$ cat config.mk
export PLATFORM = sky130hd
export DESIGN_NAME = sync_word_event_scanner
export DESIGN_NICKNAME = d
export VERILOG_FILES = /design/src/sv/swes_pkg.sv /design/src/sv/swes_fifo.sv /design/src/sv/swes_front.sv /design/src/sv/swes_back.sv /design/src/sv/sync_word_event_scanner.sv
export SDC_FILE = /design/constraint.sdc
export NUM_CORES = 1
export LEC_CHECK = 0
export ABC_AREA = 0
export CAP_MARGIN = 0
export CORE_MARGIN = 4
export CORE_UTILIZATION = 39
export DETAILED_ROUTE_END_ITERATION = 8
export DONT_BUFFER_PORTS = 1
export GPL_TIMING_DRIVEN = 1
export HOLD_SLACK_MARGIN = 0.08
export PLACE_DENSITY = 0.54
export SLEW_MARGIN = 20
export SYNTH_ARGS = -nofsm -noshare
export SYNTH_HDL_FRONTEND = slang
export SYNTH_SLANG_ARGS = --single-unit
$ cat constraint.sdc
create_clock -name clk_i -period 8.41 [get_ports clk_i]
set_clock_uncertainty 0.1 [all_clocks]
set_input_delay 1.682 -clock clk_i [delete_from_list [all_inputs] [get_ports clk_i]]
set_output_delay 1.682 -clock clk_i [all_outputs]
set_load 0.05 [all_outputs]
$ cat src/sv/swes_pkg.sv
// Shared types and constants of the sync word event scanner.
`default_nettype none
package swes_pkg;

  localparam int unsigned DataW   = 32;
  localparam int unsigned OffsetW = 40;
  localparam int unsigned NumberW = 10;
  localparam int unsigned PosW    = 38;
  localparam int unsigned FrameW  = 16;
  localparam int unsigned CfgIdxW = 1;
  localparam int unsigned CfgW    = 38;

  localparam logic [DataW-1:0]   SyncMarker  = 32'hAA55_F151;
  localparam logic [FrameW-1:0]  FrameReset  = 16'd1;
  localparam logic [PosW-1:0]    LimitReset  = {PosW{1'b1}};

  localparam logic [CfgIdxW-1:0] CfgFrameWords = 1'b0;
  localparam logic [CfgIdxW-1:0] CfgWordLimit  = 1'b1;

  localparam int unsigned MaxEventsDefault  = 1024;
  localparam int unsigned QueueDepthDefault = 2;

  typedef struct packed {
    logic restart;
    logic marker;
  } swes_item_t;

  typedef struct packed {
    logic [OffsetW-1:0] marker_addr;
    logic [NumberW-1:0] number;
  } swes_event_t;

endpackage
`default_nettype wire

$ cat src/sv/swes_fifo.sv
// Small register queue; Depth is a power of two, at least 2.
`default_nettype none
module swes_fifo #(
  parameter int unsigned Width = 8,
  parameter int unsigned Depth = 2
) (
  input  logic             clk_i,
  input  logic             rst_ni,
  input  logic             push_i,
  input  logic [Width-1:0] wdata_i,
  output logic             full_o,
  input  logic             pop_i,
  output logic [Width-1:0] rdata_o,
  output logic             empty_o
);
  localparam int unsigned PtrW = $clog2(Depth);
  localparam int unsigned CntW = $clog2(Depth + 1);

  logic [Width-1:0] mem_q [Depth];
  logic [PtrW-1:0]  wr_ptr_q, rd_ptr_q;
  logic [CntW-1:0]  cnt_q;
  logic             do_push, do_pop;

  assign full_o  = (cnt_q == CntW'(Depth));
  assign empty_o = (cnt_q == '0);
  assign do_push = push_i && !full_o;
  assign do_pop  = pop_i && !empty_o;
  assign rdata_o = mem_q[rd_ptr_q];

  always_ff @(posedge clk_i or negedge rst_ni) begin
    if (!rst_ni) begin
      wr_ptr_q <= '0;
      rd_ptr_q <= '0;
      cnt_q    <= '0;
    end else begin
      if (do_push) wr_ptr_q <= wr_ptr_q + PtrW'(1);
      if (do_pop)  rd_ptr_q <= rd_ptr_q + PtrW'(1);
      if (do_push && !do_pop)      cnt_q <= cnt_q + CntW'(1);
      else if (do_pop && !do_push) cnt_q <= cnt_q - CntW'(1);
    end
  end

  always_ff @(posedge clk_i) begin
    if (do_push) mem_q[wr_ptr_q] <= wdata_i;
  end
endmodule
`default_nettype wire

$ cat src/sv/swes_front.sv
// Front stage: accepts words and classifies them as restart or marker.
`default_nettype none
module swes_front (
  input  logic                     clk_i,
  input  logic                     rst_ni,
  input  logic                     push_i,
  output logic                     full_o,
  input  logic                     req_type_i,
  input  logic [swes_pkg::DataW-1:0] data_word_i,
  output logic                     item_push_o,
  output swes_pkg::swes_item_t     item_o,
  input  logic                     item_full_i
);
  import swes_pkg::*;

  logic       valid_q;
  swes_item_t item_q;
  logic       accept;

  assign full_o      = valid_q && item_full_i;
  assign accept      = push_i && !full_o;
  assign item_push_o = valid_q;
  assign item_o      = item_q;

  always_ff @(posedge clk_i or negedge rst_ni) begin
    if (!rst_ni) begin
      valid_q <= 1'b0;
    end else if (accept) begin
      valid_q <= 1'b1;
    end else if (!item_full_i) begin
      valid_q <= 1'b0;
    end
  end

  always_ff @(posedge clk_i) begin
    if (accept) begin
      item_q.restart <= req_type_i;
      item_q.marker  <= (data_word_i == SyncMarker);
    end
  end
endmodule
`default_nettype wire

$ cat src/sv/swes_back.sv
// Back stage: position, skip and event counters, config registers, event words.
`default_nettype none
module swes_back #(
  parameter int unsigned MaxEvents = swes_pkg::MaxEventsDefault
) (
  input  logic                         clk_i,
  input  logic                         rst_ni,
  input  logic                         cfg_valid_i,
  input  logic [swes_pkg::CfgIdxW-1:0] cfg_index_i,
  input  logic [swes_pkg::CfgW-1:0]    cfg_data_i,
  input  logic                         item_empty_i,
  input  swes_pkg::swes_item_t         item_i,
  output logic                         item_pop_o,
  input  logic                         evt_full_i,
  output logic                         evt_push_o,
  output swes_pkg::swes_event_t        evt_o
);
  import swes_pkg::*;

  localparam int unsigned CntW = $clog2(MaxEvents + 1);

  logic [FrameW-1:0] frame_q;
  logic [PosW-1:0]   limit_q;
  logic [PosW-1:0]   pos_q, pos_d;
  logic [FrameW-1:0] skip_q, skip_d;
  logic [CntW-1:0]   cnt_q, cnt_d;
  logic              emit;
  logic [31:0]       cnt_wide;

  assign item_pop_o = !item_empty_i && !evt_full_i;
  assign evt_push_o = item_pop_o && emit;
  assign cnt_wide   = 32'(cnt_q);
  assign evt_o.marker_addr = {pos_q, 2'b00};
  assign evt_o.number      = cnt_wide[NumberW-1:0];

  always_comb begin
    pos_d  = pos_q;
    skip_d = skip_q;
    cnt_d  = cnt_q;
    emit   = 1'b0;
    if (item_i.restart) begin
      pos_d  = '0;
      skip_d = '0;
      cnt_d  = '0;
    end else if (cnt_q != CntW'(MaxEvents) && pos_q < limit_q) begin
      pos_d = pos_q + PosW'(1);
      if (skip_q != '0) begin
        skip_d = skip_q - FrameW'(1);
      end else if (item_i.marker) begin
        emit   = 1'b1;
        cnt_d  = cnt_q + CntW'(1);
        skip_d = (frame_q > FrameW'(1)) ? frame_q - FrameW'(1) : '0;
      end
    end
  end

  always_ff @(posedge clk_i or negedge rst_ni) begin
    if (!rst_ni) begin
      frame_q <= FrameReset;
      limit_q <= LimitReset;
      pos_q   <= '0;
      skip_q  <= '0;
      cnt_q   <= '0;
    end else begin
      if (cfg_valid_i) begin
        case (cfg_index_i)
          CfgFrameWords: frame_q <= cfg_data_i[FrameW-1:0];
          CfgWordLimit:  limit_q <= cfg_data_i[PosW-1:0];
          default: ;
        endcase
      end
      if (item_pop_o) begin
        pos_q  <= pos_d;
        skip_q <= skip_d;
        cnt_q  <= cnt_d;
      end
    end
  end
endmodule
`default_nettype wire

$ cat src/sv/sync_word_event_scanner.sv
// Top level of the sync word event scanner.
// Scans aligned 32-bit stream words for the marker 0xAA55F151 and queues one
// event word (marker byte offset, event number) per hit, then skips the rest
// of the frame. Sustains one word per clock while the event queue has room:
// the front register does the marker compare, a short queue feeds the back
// stage whose counters update once per word, and an output queue holds
// events until popped. Config writes are always ready.
`default_nettype none
module sync_word_event_scanner #(
  parameter int unsigned MaxEvents  = swes_pkg::MaxEventsDefault,
  parameter int unsigned QueueDepth = swes_pkg::QueueDepthDefault
) (
  input  logic                         clk_i,
  input  logic                         rst_ni,
  input  logic                         push,
  output logic                         full,
  input  logic                         req_type_i,
  input  logic [swes_pkg::DataW-1:0]   data_word_i,
  output logic                         empty,
  input  logic                         pop,
  output logic [swes_pkg::OffsetW-1:0] event_byte_offset_o,
  output logic [swes_pkg::NumberW-1:0] event_number_o,
  input  logic                         cfg_valid_i,
  output logic                         cfg_ready_o,
  input  logic [swes_pkg::CfgIdxW-1:0] cfg_index_i,
  input  logic [swes_pkg::CfgW-1:0]    cfg_data_i
);
  import swes_pkg::*;

  logic        item_push, item_full, item_pop, item_empty;
  swes_item_t  item_in, item_out;
  logic        evt_push, evt_full;
  swes_event_t evt_in, evt_out;

  assign cfg_ready_o         = 1'b1;
  assign event_byte_offset_o = evt_out.marker_addr;
  assign event_number_o      = evt_out.number;

  swes_front u_front (
    .clk_i       (clk_i),
    .rst_ni      (rst_ni),
    .push_i      (push),
    .full_o      (full),
    .req_type_i  (req_type_i),
    .data_word_i (data_word_i),
    .item_push_o (item_push),
    .item_o      (item_in),
    .item_full_i (item_full)
  );

  swes_fifo #(
    .Width ($bits(swes_item_t)),
    .Depth (QueueDepth)
  ) u_item_q (
    .clk_i   (clk_i),
    .rst_ni  (rst_ni),
    .push_i  (item_push),
    .wdata_i (item_in),
    .full_o  (item_full),
    .pop_i   (item_pop),
    .rdata_o (item_out),
    .empty_o (item_empty)
  );

  swes_back #(
    .MaxEvents (MaxEvents)
  ) u_back (
    .clk_i        (clk_i),
    .rst_ni       (rst_ni),
    .cfg_valid_i  (cfg_valid_i),
    .cfg_index_i  (cfg_index_i),
    .cfg_data_i   (cfg_data_i),
    .item_empty_i (item_empty),
    .item_i       (item_out),
    .item_pop_o   (item_pop),
    .evt_full_i   (evt_full),
    .evt_push_o   (evt_push),
    .evt_o        (evt_in)
  );

  swes_fifo #(
    .Width ($bits(swes_event_t)),
    .Depth (QueueDepth)
  ) u_evt_q (
    .clk_i   (clk_i),
    .rst_ni  (rst_ni),
    .push_i  (evt_push),
    .wdata_i (evt_in),
    .full_o  (evt_full),
    .pop_i   (pop),
    .rdata_o (evt_out),
    .empty_o (empty)
  );
endmodule
`default_nettype wire

==> run_results.csv, run 1 <==
group,metric,value,unit
outcome,status,"finished, final reports clean",
synth,synthFlopType,"edfxtp_1",
timing,final_hold_viol_count,0,
synth,ys_async_sr_fraction,55.7,%
grt,grt_pass1_vias,7422,
timing,rsz0062_at_grt,"false",
worst_setup_path,cp_top_family,"simple AND/OR/NAND/NOR gates",
timing,period_share,51.4,%
synth,syn_avg_cell_area,11.8,um2
synth,synth_edf_count,102,
placement,port_buffers,0,
synth,ys_seq_area_share,54.7,%
grt,grt_overflow,0,
synth,yosys.area.top_type,"edfxtp_1",
power_and_ir_drop,cellPowerDensity,314,mW/mm2
clock_network,cts_root_buffer,"clkbuf_16",
worst_setup_path,crit_chain,"inv_1, ha_1, a211oi_1, nor2_1, nor4_2, nand4_1, nor3_2, nand3_1, inv_1, and2_2, buf_4",
worst_setup_path,crit_buf_inv,3,
power_and_ir_drop,vdd_drop_max,0.159,mV
clock_network,hold_buffers,0,
synth,ys_ff_latch,230,
worst_setup_path,worstSetupPathType,"reg2reg",
worst_setup_path,max_stage_delay,0.88,ns
placement,place_area,0.0119,mm2
worst_setup_path,cp-start-kind,"register",
drt,wl_per_cell,20.0,um
final_layout,layout.nets,1091,
floorplanning,io-pin-count,130,
drt,drtAntennaViolNets,0,
power_and_ir_drop,finalPower,4.01,mW
placement,globalplace.congestion,0.841,
timing,min_period,4.32,ns
job,maxCapViolCount,0,
final_layout,fin_area,0.0128,mm2
synth,synth.area.top_cells,"edfxtp_1, dfrtp_1, mux2_2",
final_layout,drive_gt1_share,22.5,%
grt,grt_pass1_wl,43.4,mm
synth,synthesis.area,0.0115,mm2
floorplanning,initial_utilization,39.9,%
clock_network,post-cts-setup-buffers,0,
timing,setup_viol_count_final,0,
floorplanning,rows,62,
timing,holdWs,0.341,ns
timing,worst_pin_slew,1.05,ns
grt,grt_use_total,16.5,%
synth,synth_top_area_share,26.5,%
min_path,worstHoldPathType,"reg2reg",
synth,synthDistinctLibCells,76,
floorplanning,die_y,180,um
drt,vias,7624,
worst_setup_path,cp-end-kind,"register",
clock_network,clkLatencyLatePin,0.54,ns
worst_setup_path,critPathRequiredTime,8.49,ns
clock_network,cts_sinks,230,
floorplanning,fp.coreArea,0.0289,mm2
drt,wl,27.5,mm
worst_setup_path,path_common_cell,"inv_1",
worst_setup_path,cp_data_arrival_time,4.40,ns
floorplanning,die_x,180,um
drt,drc,0,
placement,hpwl,18.9,mm
synth,synth.most_common_cell,"mux2_2",
synth,synthTopCellsByCount,"mux2_2, edfxtp_1, dfrtp_1",
synth,yosysWarnings,0,
final_layout,synthToLayoutAreaGrowth,10.7,%
clock_network,cts_buffers,26,
drt,firstDrtPassIters,5,
clock_network,cts_max_level,1,
timing,fmax,0.232,GHz
synth,syn-instance-count,975,
clock_network,cts.clk_slew.worst_paths,0.06,ns
worst_setup_path,crit_fanout,48,
floorplanning,fp.dieArea,0.0324,mm2
clock_network,cts_tree,"built",
grt,antenna_found_initial,5,
drt,drt-initial-drc-count,464,
grt,grt_max_degree,129,
timing,slew_headroom,29.6,%
clock_network,cts_resized,0,
worst_setup_path,cp_slowest_cell,"nor3_2",
final_layout,postLayoutCoreUtil,44.2,%
clock_network,clock_path_buffers,3,
drt,viasPerCell,5.54,
timing,tns,0,ns
timing,finalMaxSlewViolations,0,
power_and_ir_drop,p_leak,4.94,nW
-- per-stage QoR --
step	std cells	worst slack, ns
3_3_place_gp	1325	4.19
2_1_floorplan	976	3.74
4_1_cts	1373	4.01
6_report	1375	4.09
5_1_grt	1374	3.85
3_5_place_dp	1325	4.02
-- placed cells by master, fill, tap and decap left out, types with 9 or more instances in the layout --
cell type	n
nand2_1	58
clkbuf_16	26
nand2b_1	11
or3_1	17
inv_1	60
a22o_1	9
xor2_1	11
nand4_1	29
ha_1	45
and3_1	13
nor3_1	16
a21oi_1	59
nand3_1	16
nor2_1	46
o21ai_0	41
dfstp_2	39
nor4_1	14
mux2_2	104
edfxtp_1	102
xnor2_1	15
dfrtp_1	88
or4_1	9
-- registers in the layout (all words and copies together) (netlist names), 2 cells and up --
| signal | count |
|---|---|
| u_back.cnt_q | 11 |
| u_back.frame_q | 16 |
| u_back.limit_q | 38 |
| u_back.pos_q | 38 |
| u_back.skip_q | 16 |
| u_evt_q.cnt_q | 2 |
| u_evt_q.mem_q | 96 |
| u_front.item_o | 2 |
| u_item_q.cnt_q | 2 |
| u_item_q.mem_q | 4 |
-- routing by layer --
layer | vias up | track usage (%) | wire length, um
li1 | 3637 | - | -
met1 | 3717 | 24.1 | 13000
met2 | 209 | 24.7 | 12000
met3 | 53 | 4.00 | 1690
met4 | 8 | 4.48 | 704
met5 | - | 0 | 37
-- cell type report --
cell class / instances / area [um2]
repair buffers: 7 / 52.6
clock buffers: 33 / 697
inverters: 61 / 229
fillers: 2691 / 16200
clock inverters: 15 / 194
flip-flops and latches: 230 / 6320
multi-input cells: 643 / 4810
well taps: 384 / 480
diodes: 2 / 5.00
-- final timing paths --
check / slack, ns / end / startpoint / cells after the start
min: 0.34 / u_item_q.mem_q[1][0]$_DFFE_PP_ / u_front.item_o[0]$_DFFE_PP_ / 0
max: 4.09 / u_evt_q.mem_q[1][5]$_DFFE_PP_ / u_back.limit_q[35]$_DFFE_PN1P_ / 11
max in group asynchronous: 7.15 / u_back.limit_q[19]$_DFFE_PN1P_ / rst_ni / 0
min in group asynchronous: 0.76 / u_item_q.cnt_q[1]$_DFFE_PN0P_ / rst_ni / 0
max reg2reg: 4.09 / u_evt_q.mem_q[1][5]$_DFFE_PP_ / u_back.limit_q[35]$_DFFE_PN1P_ / 11
min reg2reg: 0.34 / u_item_q.mem_q[1][0]$_DFFE_PP_ / u_front.item_o[0]$_DFFE_PP_ / 0
-- where the power goes --
| group | total [mW] | internal (mW) | switching (mW) |
|---|---|---|---|
| combinational | 1.42 | 0.426 | 0.991 |
| sequential | 1.43 | 1.32 | 0.112 |
| clock | 1.17 | 0.711 | 0.456 |
-- cells by family after synthesis --
kind of cell               after synthesis  share of synthesized area (%)
xor gates and xnor gates                26                           1.97
buffers and inverters                  103                           3.83
muxes                                  107                           10.4
AOI/OAI and AO/OA                      178                           9.65
adders and majority gates               45                           4.88
other                                    2                         0.0651
and+or+nand+nor                        284                           14.5
DFF                                    230                           54.7
Note: power is estimated with default switching activity, not from simulation.
==> inputs of run 2 (changes only) <==
--- a/config.mk
+++ b/config.mk
@@ -5,7 +5,7 @@
 export SDC_FILE = /design/constraint.sdc
 export NUM_CORES = 1
 export LEC_CHECK = 0
-export ABC_AREA = 0
+export ABC_AREA = 1
 export CAP_MARGIN = 0
 export CORE_MARGIN = 4
 export CORE_UTILIZATION = 39
@@ -13,7 +13,7 @@
 export DONT_BUFFER_PORTS = 1
 export GPL_TIMING_DRIVEN = 1
 export HOLD_SLACK_MARGIN = 0.08
-export PLACE_DENSITY = 0.54
+export PLACE_DENSITY = 0.56
 export SLEW_MARGIN = 20
 export SYNTH_ARGS = -nofsm -noshare
 export SYNTH_HDL_FRONTEND = slang
==> constraint.sdc (replaced) <==
create_clock -name clk_i -period 3.95 [get_ports clk_i]
set_clock_uncertainty 0.1 [all_clocks]
set_input_delay 0.79 -clock clk_i [delete_from_list [all_inputs] [get_ports clk_i]]
set_output_delay 0.79 -clock clk_i [all_outputs]
set_load 0.05 [all_outputs]
==> run 2 against run 1 <==
Design area rose by 7.1%. Register-to-register slack got worse by 3.1 ns. First-iteration DRC count rose by 14%. Non-clock buffer count rose by 49. Area after synthesis rose by 5.0%. Sequential share of layout area fell by 3.3 points. Worst hold slack got worse by 0.27 ns. Cell count rose by 39%. Clock power rose by 98%.
==> run_results.csv, run 2 <==
group,metric,value,unit
clock_network,cts_tree,"built",
worst_setup_path,cp_slowest_cell,"buf_4",
drt,firstDrtPassIters,5,
clock_network,cts_buffers,25,
synth,ys_ff_latch,230,
synth,synth_edf_count,102,
synth,synth.area.top_cells,"edfxtp_1, dfrtp_1, nand2_1",
floorplanning,fp.coreArea,0.0306,mm2
timing,setup_viol_count_final,0,
min_path,worstHoldPathType,"in2async",
final_layout,layout.nets,1621,
placement,post-place-ws,0.958,ns
worst_setup_path,crit_buf_inv,3,
job,maxCapViolCount,0,
drt,drt-initial-drc-count,531,
drt,viasPerCell,4.87,
clock_network,clkLatencyLatePin,0.53,ns
synth,synthTopCellsByCount,"nand2_1, nor2_1, inv_1",
drt,drtAntennaViolNets,0,
synth,synth_top_area_share,25.3,%
clock_network,cts_resized,0,
drt,wl_met3,1.61,mm
timing,worst_pin_slew,0.918,ns
floorplanning,die_x,184,um
power_and_ir_drop,cellPowerDensity,643,mW/mm2
floorplanning,rows,64,
synth,synthesis.area,0.0121,mm2
synth,yosysWarnings,0,
synth,ys_async_sr_fraction,55.7,%
timing,fmax,0.320,GHz
drt,drc,0,
final_layout,synthToLayoutAreaGrowth,12.9,%
outcome,status,"finished, final reports clean",
worst_setup_path,critPathRequiredTime,3.06,ns
worst_setup_path,worstSetupPathType,"reg2out",
grt,grt_overflow,0,
floorplanning,die_y,184,um
grt,antenna_found_initial,0,
timing,slew_headroom,38.5,%
grt,grt_max_degree,129,
timing,final_hold_viol_count,0,
drt,vias,9312,
floorplanning,io-pin-count,130,
final_layout,final_common_cell,"nand2_1",
worst_setup_path,cp-end-kind,"primary output",
final_layout,largest_reg_flops,96,
synth,synthDistinctLibCells,40,
clock_network,cts.clk_slew.worst_paths,0.06,ns
final_layout,reg_top3,"u_evt_q.mem_q (96), u_back.limit_q (38), u_back.pos_q (38)",
drt,top_layer_used,"met4",
timing,rsz0062_at_grt,"false",
worst_setup_path,max_stage_delay,0.47,ns
synth,ys_seq_area_share,52.1,%
final_layout,n_antenna_cell,0,
grt,grt_use_total,17.2,%
synth,synth.most_common_cell,"nand2_1",
placement,globalplace.congestion,0.914,
grt,grt_pass1_wl,47.5,mm
synth,syn_avg_cell_area,8.31,um2
synth,syn-instance-count,1459,
final_layout,drive_gt1_share,9.88,%
clock_network,clock_path_buffers,3,
worst_setup_path,r2r_slack,0.97,ns
power_and_ir_drop,p_leak,6.28,nW
worst_setup_path,crit_chain,"inv_1, buf_4, nand2_1, nand2_1, buf_4",
final_layout,mostFrequentLayoutCells,"nand2_1, nor2_1, inv_1",
grt,grt_pass1_vias,9014,
timing,tns,0,ns
synth,synthFlopType,"edfxtp_1",
placement,hpwl,20.9,mm
worst_setup_path,cp_data_arrival_time,2.24,ns
worst_setup_path,crit_fanout,34,
drt,wl,29.2,mm
synth,yosys.area.top_type,"edfxtp_1",
clock_network,cts_root_buffer,"clkbuf_16",
power_and_ir_drop,vdd_drop_max,0.421,mV
final_layout,regMostFlops,"u_evt_q.mem_q",
worst_setup_path,cp-start-kind,"register",
timing,finalMaxSlewViolations,0,
worst_setup_path,cp_top_family,"buffers and inverters",
timing,fin_ws,0.821,ns
clock_network,cts_sinks,230,
clock_network,cts_max_level,1,
drt,wl_per_cell,15.2,um
timing,period_share,79.2,%
floorplanning,initial_utilization,39.6,%
drt,wl_met1,13.7,mm
placement,port_buffers,0,
timing,min_period,3.13,ns
floorplanning,fp.dieArea,0.0340,mm2
drt,dr_wl_met2,13.4,mm
run 2: path summary, 6_finish.rpt:
kind	startpoint	to	cells past startpoint
setup / recovery	u_evt_q.rd_ptr_q$_DFFE_PN0P_	event_byte_offset_o[5]	5
hold / removal	rst_ni	u_back.skip_q[15]$_DFFE_PN0P_	1
setup reg to reg	u_back.pos_q[17]$_DFFE_PN0P_	u_back.cnt_q[9]$_DFFE_PN0P_	11
hold reg to reg	u_front.item_o[1]$_DFFE_PP_	u_item_q.mem_q[0][1]$_DFFE_PP_	0
max in group asynchronous	rst_ni	u_back.pos_q[15]$_DFFE_PN0P_	1
min in group clk_i	req_type_i	u_front.item_o[1]$_DFFE_PP_	0
run 2: what timing repair did:
item,in CTS,in global routing
setup buffers,0,0
endpoints found under the hold margin,128,0
hold buffers,1,0
run 2: final cells by class:
type / instances / area (um2)
Clock inverter: 13 / 144
Inverter: 153 / 577
Timing Repair Buffer: 56 / 465
Sequential cell: 230 / 6310
Tap cell: 396 / 495
Fill cell: 3055 / 16900
Multi-Input combinational cell: 1033 / 5020
Clock buffer: 33 / 666
run 2: cell families (layout without fill, tap and decap cells):
group | count (synthesis) | count (layout) | synth area share (%)
XOR/XNOR | 56 | 56 | 4.05
adder cells (fa/ha/maj) | 45 | 45 | 4.64
AO/OA/AOI/OAI | 113 | 113 | 4.89
AND/OR/NAND/NOR | 815 | 815 | 27.5
other | 2 | 3 | 0.0619
buffers and inverters | 197 | 255 | 6.68
multiplexers | 1 | 1 | 0.0826
flip-flops | 230 | 230 | 52.1
run 2: through the flow:
stage	total power, mW	area, um2	hold slack [ns]	std cells	util (%)
after floorplan	5.70	12100	0.321	1460	-
after global placement	6.52	12800	0.340	1867	42.0
after detailed placement	6.56	12800	0.339	1867	42.0
after CTS	8.94	13700	0.163	1914	44.7
after global routing	9.42	13700	0.178	1914	44.7
final	8.80	13700	0.0708	1914	44.7
run 2: power breakdown:
part | total (mW) | leakage (nW) | switching, mW | internal (mW)
Sequential | 3.00 | 2.55 | 0.208 | 2.79
Combinational | 3.48 | 3.33 | 2.56 | 0.920
Clock | 2.32 | 0.390 | 0.939 | 1.38
run 2: routing by layer:
| layer | up-vias | track usage, % |
|---|---|---|
| met2 | 198 | 27.5 |
| li1 | 4737 | - |
| met4 | 0 | 3.73 |
| met1 | 4338 | 24.5 |
| met5 | - | 0 |
| met3 | 39 | 3.10 |
==> inputs of run 3 (changes only) <==
==> constraint.sdc (replaced) <==
create_clock -name clk_i -period 2.8 [get_ports clk_i]
set_clock_uncertainty 0.1 [all_clocks]
set_input_delay 0.56 -clock clk_i [delete_from_list [all_inputs] [get_ports clk_i]]
set_output_delay 0.56 -clock clk_i [all_outputs]
set_load 0.05 [all_outputs]
==> run 3 against run 2 <==
Highest routed layer unchanged. Flip-flop and latch count did not move. Combinational power grew 78%. Count of clock-buffer cells in the layout rose by 3. Worst hold slack got worse by 0.44 ns. Clock power grew 56%. The flow now finishes with violations (hold timing). Sequential share of layout area decreased by 4.8 points. Die area unchanged.
==> run_results.csv, run 3 (synthesis gave the netlist of run 2 again) <==
group,metric,value,unit
floorplanning,initial_utilization,39.6,%
placement,post-place-ws,-0.00870,ns
floorplanning,die_x,184,um
timing,holdWs,-0.368,ns
placement,hpwl,21.1,mm
final_layout,fillers,2883,
clock_network,cts.clk_slew.worst_paths,0.06,ns
final_layout,postLayoutCoreUtil,49.9,%
floorplanning,rows,64,
final_layout,largest_reg_flops,96,
final_layout,reg_top3,"u_evt_q.mem_q (96), u_back.limit_q (38), u_back.pos_q (38)",
min_path,worstHoldPathType,"in2async",
floorplanning,die_y,184,um
drt,firstDrtPassIters,5,
clock_network,cts_sinks,230,
drt,wl,29.4,mm
timing,min_period,2.64,ns
worst_setup_path,cp_data_arrival_time,2.96,ns
clock_network,post-cts-setup-buffers,0,
drt,wl_per_cell,14.8,um
worst_setup_path,cp-end-kind,"register",
worst_setup_path,critPathRequiredTime,3.12,ns
worst_setup_path,crit_fanout,5,
grt,grt_pass1_wl,48.3,mm
timing,finalMaxSlewViolations,0,
final_layout,drive_gt1_share,15.1,%
timing,setup_viol_count_final,0,
drt,vias,9558,
timing,tns,0,ns
clock_network,cts_root_buffer,"clkbuf_16",
power_and_ir_drop,cellPowerDensity,922,mW/mm2
drt,drt-initial-drc-count,565,
power_and_ir_drop,vdd_drop_max,0.560,mV
final_layout,synthToLayoutAreaGrowth,25.9,%
timing,final_hold_viol_count,128,
clock_network,cts_tree,"built",
timing,slew_headroom,43.9,%
floorplanning,fp.coreArea,0.0306,mm2
timing,worst_pin_slew,0.840,ns
clock_network,clock_path_buffers,3,
clock_network,cts_buffers,27,
grt,antenna_found_initial,0,
outcome,status,"finished, violations left",
worst_setup_path,cp-start-kind,"register",
drt,drc,0,
final_layout,regMostFlops,"u_evt_q.mem_q",
final_layout,n_antenna_cell,0,
grt,grt_pass1_vias,9283,
final_layout,final_common_cell,"nand2_1",
placement,globalplace.congestion,0.893,
job,maxCapViolCount,0,
final_layout,layout.nets,1695,
floorplanning,fp.dieArea,0.0340,mm2
timing,fin_ws,0.164,ns
drt,drtAntennaViolNets,0,
worst_setup_path,worstSetupPathType,"reg2reg",
power_and_ir_drop,finalPower,14.1,mW
clock_network,hold_buffers,30,
final_layout,multi_input_area,0.00524,mm2
clock_network,clkLatencyLatePin,0.54,ns
clock_network,cts_max_level,1,
grt,grt_max_degree,129,
timing,fmax,0.379,GHz
grt,grt_use_total,17.4,%
floorplanning,io-pin-count,130,
placement,port_buffers,0,
grt,grt_overflow,0,
final_layout,seqCellArea,0.00632,mm2
power_and_ir_drop,p_leak,6.87,nW
worst_setup_path,r2r_cells,13,
drt,viasPerCell,4.80,
timing,period_share,94.1,%
final_layout,mostFrequentLayoutCells,"nand2_1, nor2_1, inv_1",
outcome,violations,"hold timing",
[run 3: changes by cell type in the layout (fill, tap and decap cells not counted), moves of 5 or more]
| cell | delta |
|---|---|
| buf_12 | +50 |
| buf_4 | -9 |
| clkinv_1 | -5 |
| dlygate4sd3_1 | +30 |
| ha_1 | -13 |
| ha_4 | +12 |
| inv_1 | -12 |
| inv_2 | +11 |
| nor2_1 | -6 |
[run 3: metal layers]
metal	track usage, %	up-vias	wire [um]
met1	24.9	4451	13700
met4	4.64	0	780
met5	0	-	0
met3	2.27	43	1330
met2	28.1	173	13600
li1	-	4891	-
[run 3: critical path: stages, from the launching register on]
cell	delay (ns)
dfstp_2	0.52
inv_2	0.04
ha_4	0.25
nand2_1	0.07
nor2_2	0.13
nand4_1	0.20
nor2_4	0.22
nand3_2	0.11
nand3_4	0.16
nor2_2	0.06
ha_1	0.30
a21oi_1	0.12
o21ai_1	0.08
xor2_1	0.14
[run 3: where the power goes]
| part | internal (mW) | switching (mW) |
|---|---|---|
| Sequential | 3.94 | 0.290 |
| Clock | 2.24 | 1.39 |
| Combinational | 2.32 | 3.90 |
[run 3: worst paths after layout]
path / from / end / slack (ns)
setup reg to reg: u_back.limit_q[37]$_DFFE_PN1P_ / u_evt_q.cnt_q[1]$_DFFE_PN0P_ / 0.16
setup / recovery: u_back.limit_q[37]$_DFFE_PN1P_ / u_evt_q.cnt_q[1]$_DFFE_PN0P_ / 0.16
hold / removal: rst_ni / u_back.skip_q[5]$_DFFE_PN0P_ / -0.37
min in group clk_i: cfg_data_i[30] / u_back.limit_q[30]$_DFFE_PN1P_ / 0.11
hold reg to reg: u_front.item_o[0]$_DFFE_PP_ / u_item_q.mem_q[1][0]$_DFFE_PP_ / 0.35
max in group asynchronous: rst_ni / u_back.limit_q[15]$_DFFE_PN1P_ / 2.70
[run 3: timing repair]
| item | in CTS | in global routing |
|---|---|---|
| hold endpoints to repair | 162 | 128 |
| resized for setup | 2 | 8 |
| setup endpoints to repair | 4 | 62 |
| pin swaps | 0 | 3 |
[run 3: final cells by class]
class | count | share of cell area (%)
clock buffer | 36 | 4.85
clock inverter | 14 | 1.27
inverter | 153 | 3.80
multi-input combinational | 1033 | 34.3
sequential | 230 | 41.4
tap | 396 | 3.25
timing repair buffer | 128 | 11.1
[run 3: metrics by stage]
step | std cells | area [um2]
final | 1990 | 15300
after global routing | 1990 | 15300
after CTS | 1990 | 15200
after detailed placement | 1910 | 14000
after global placement | 1910 | 14000
after floorplan | 1460 | 12300
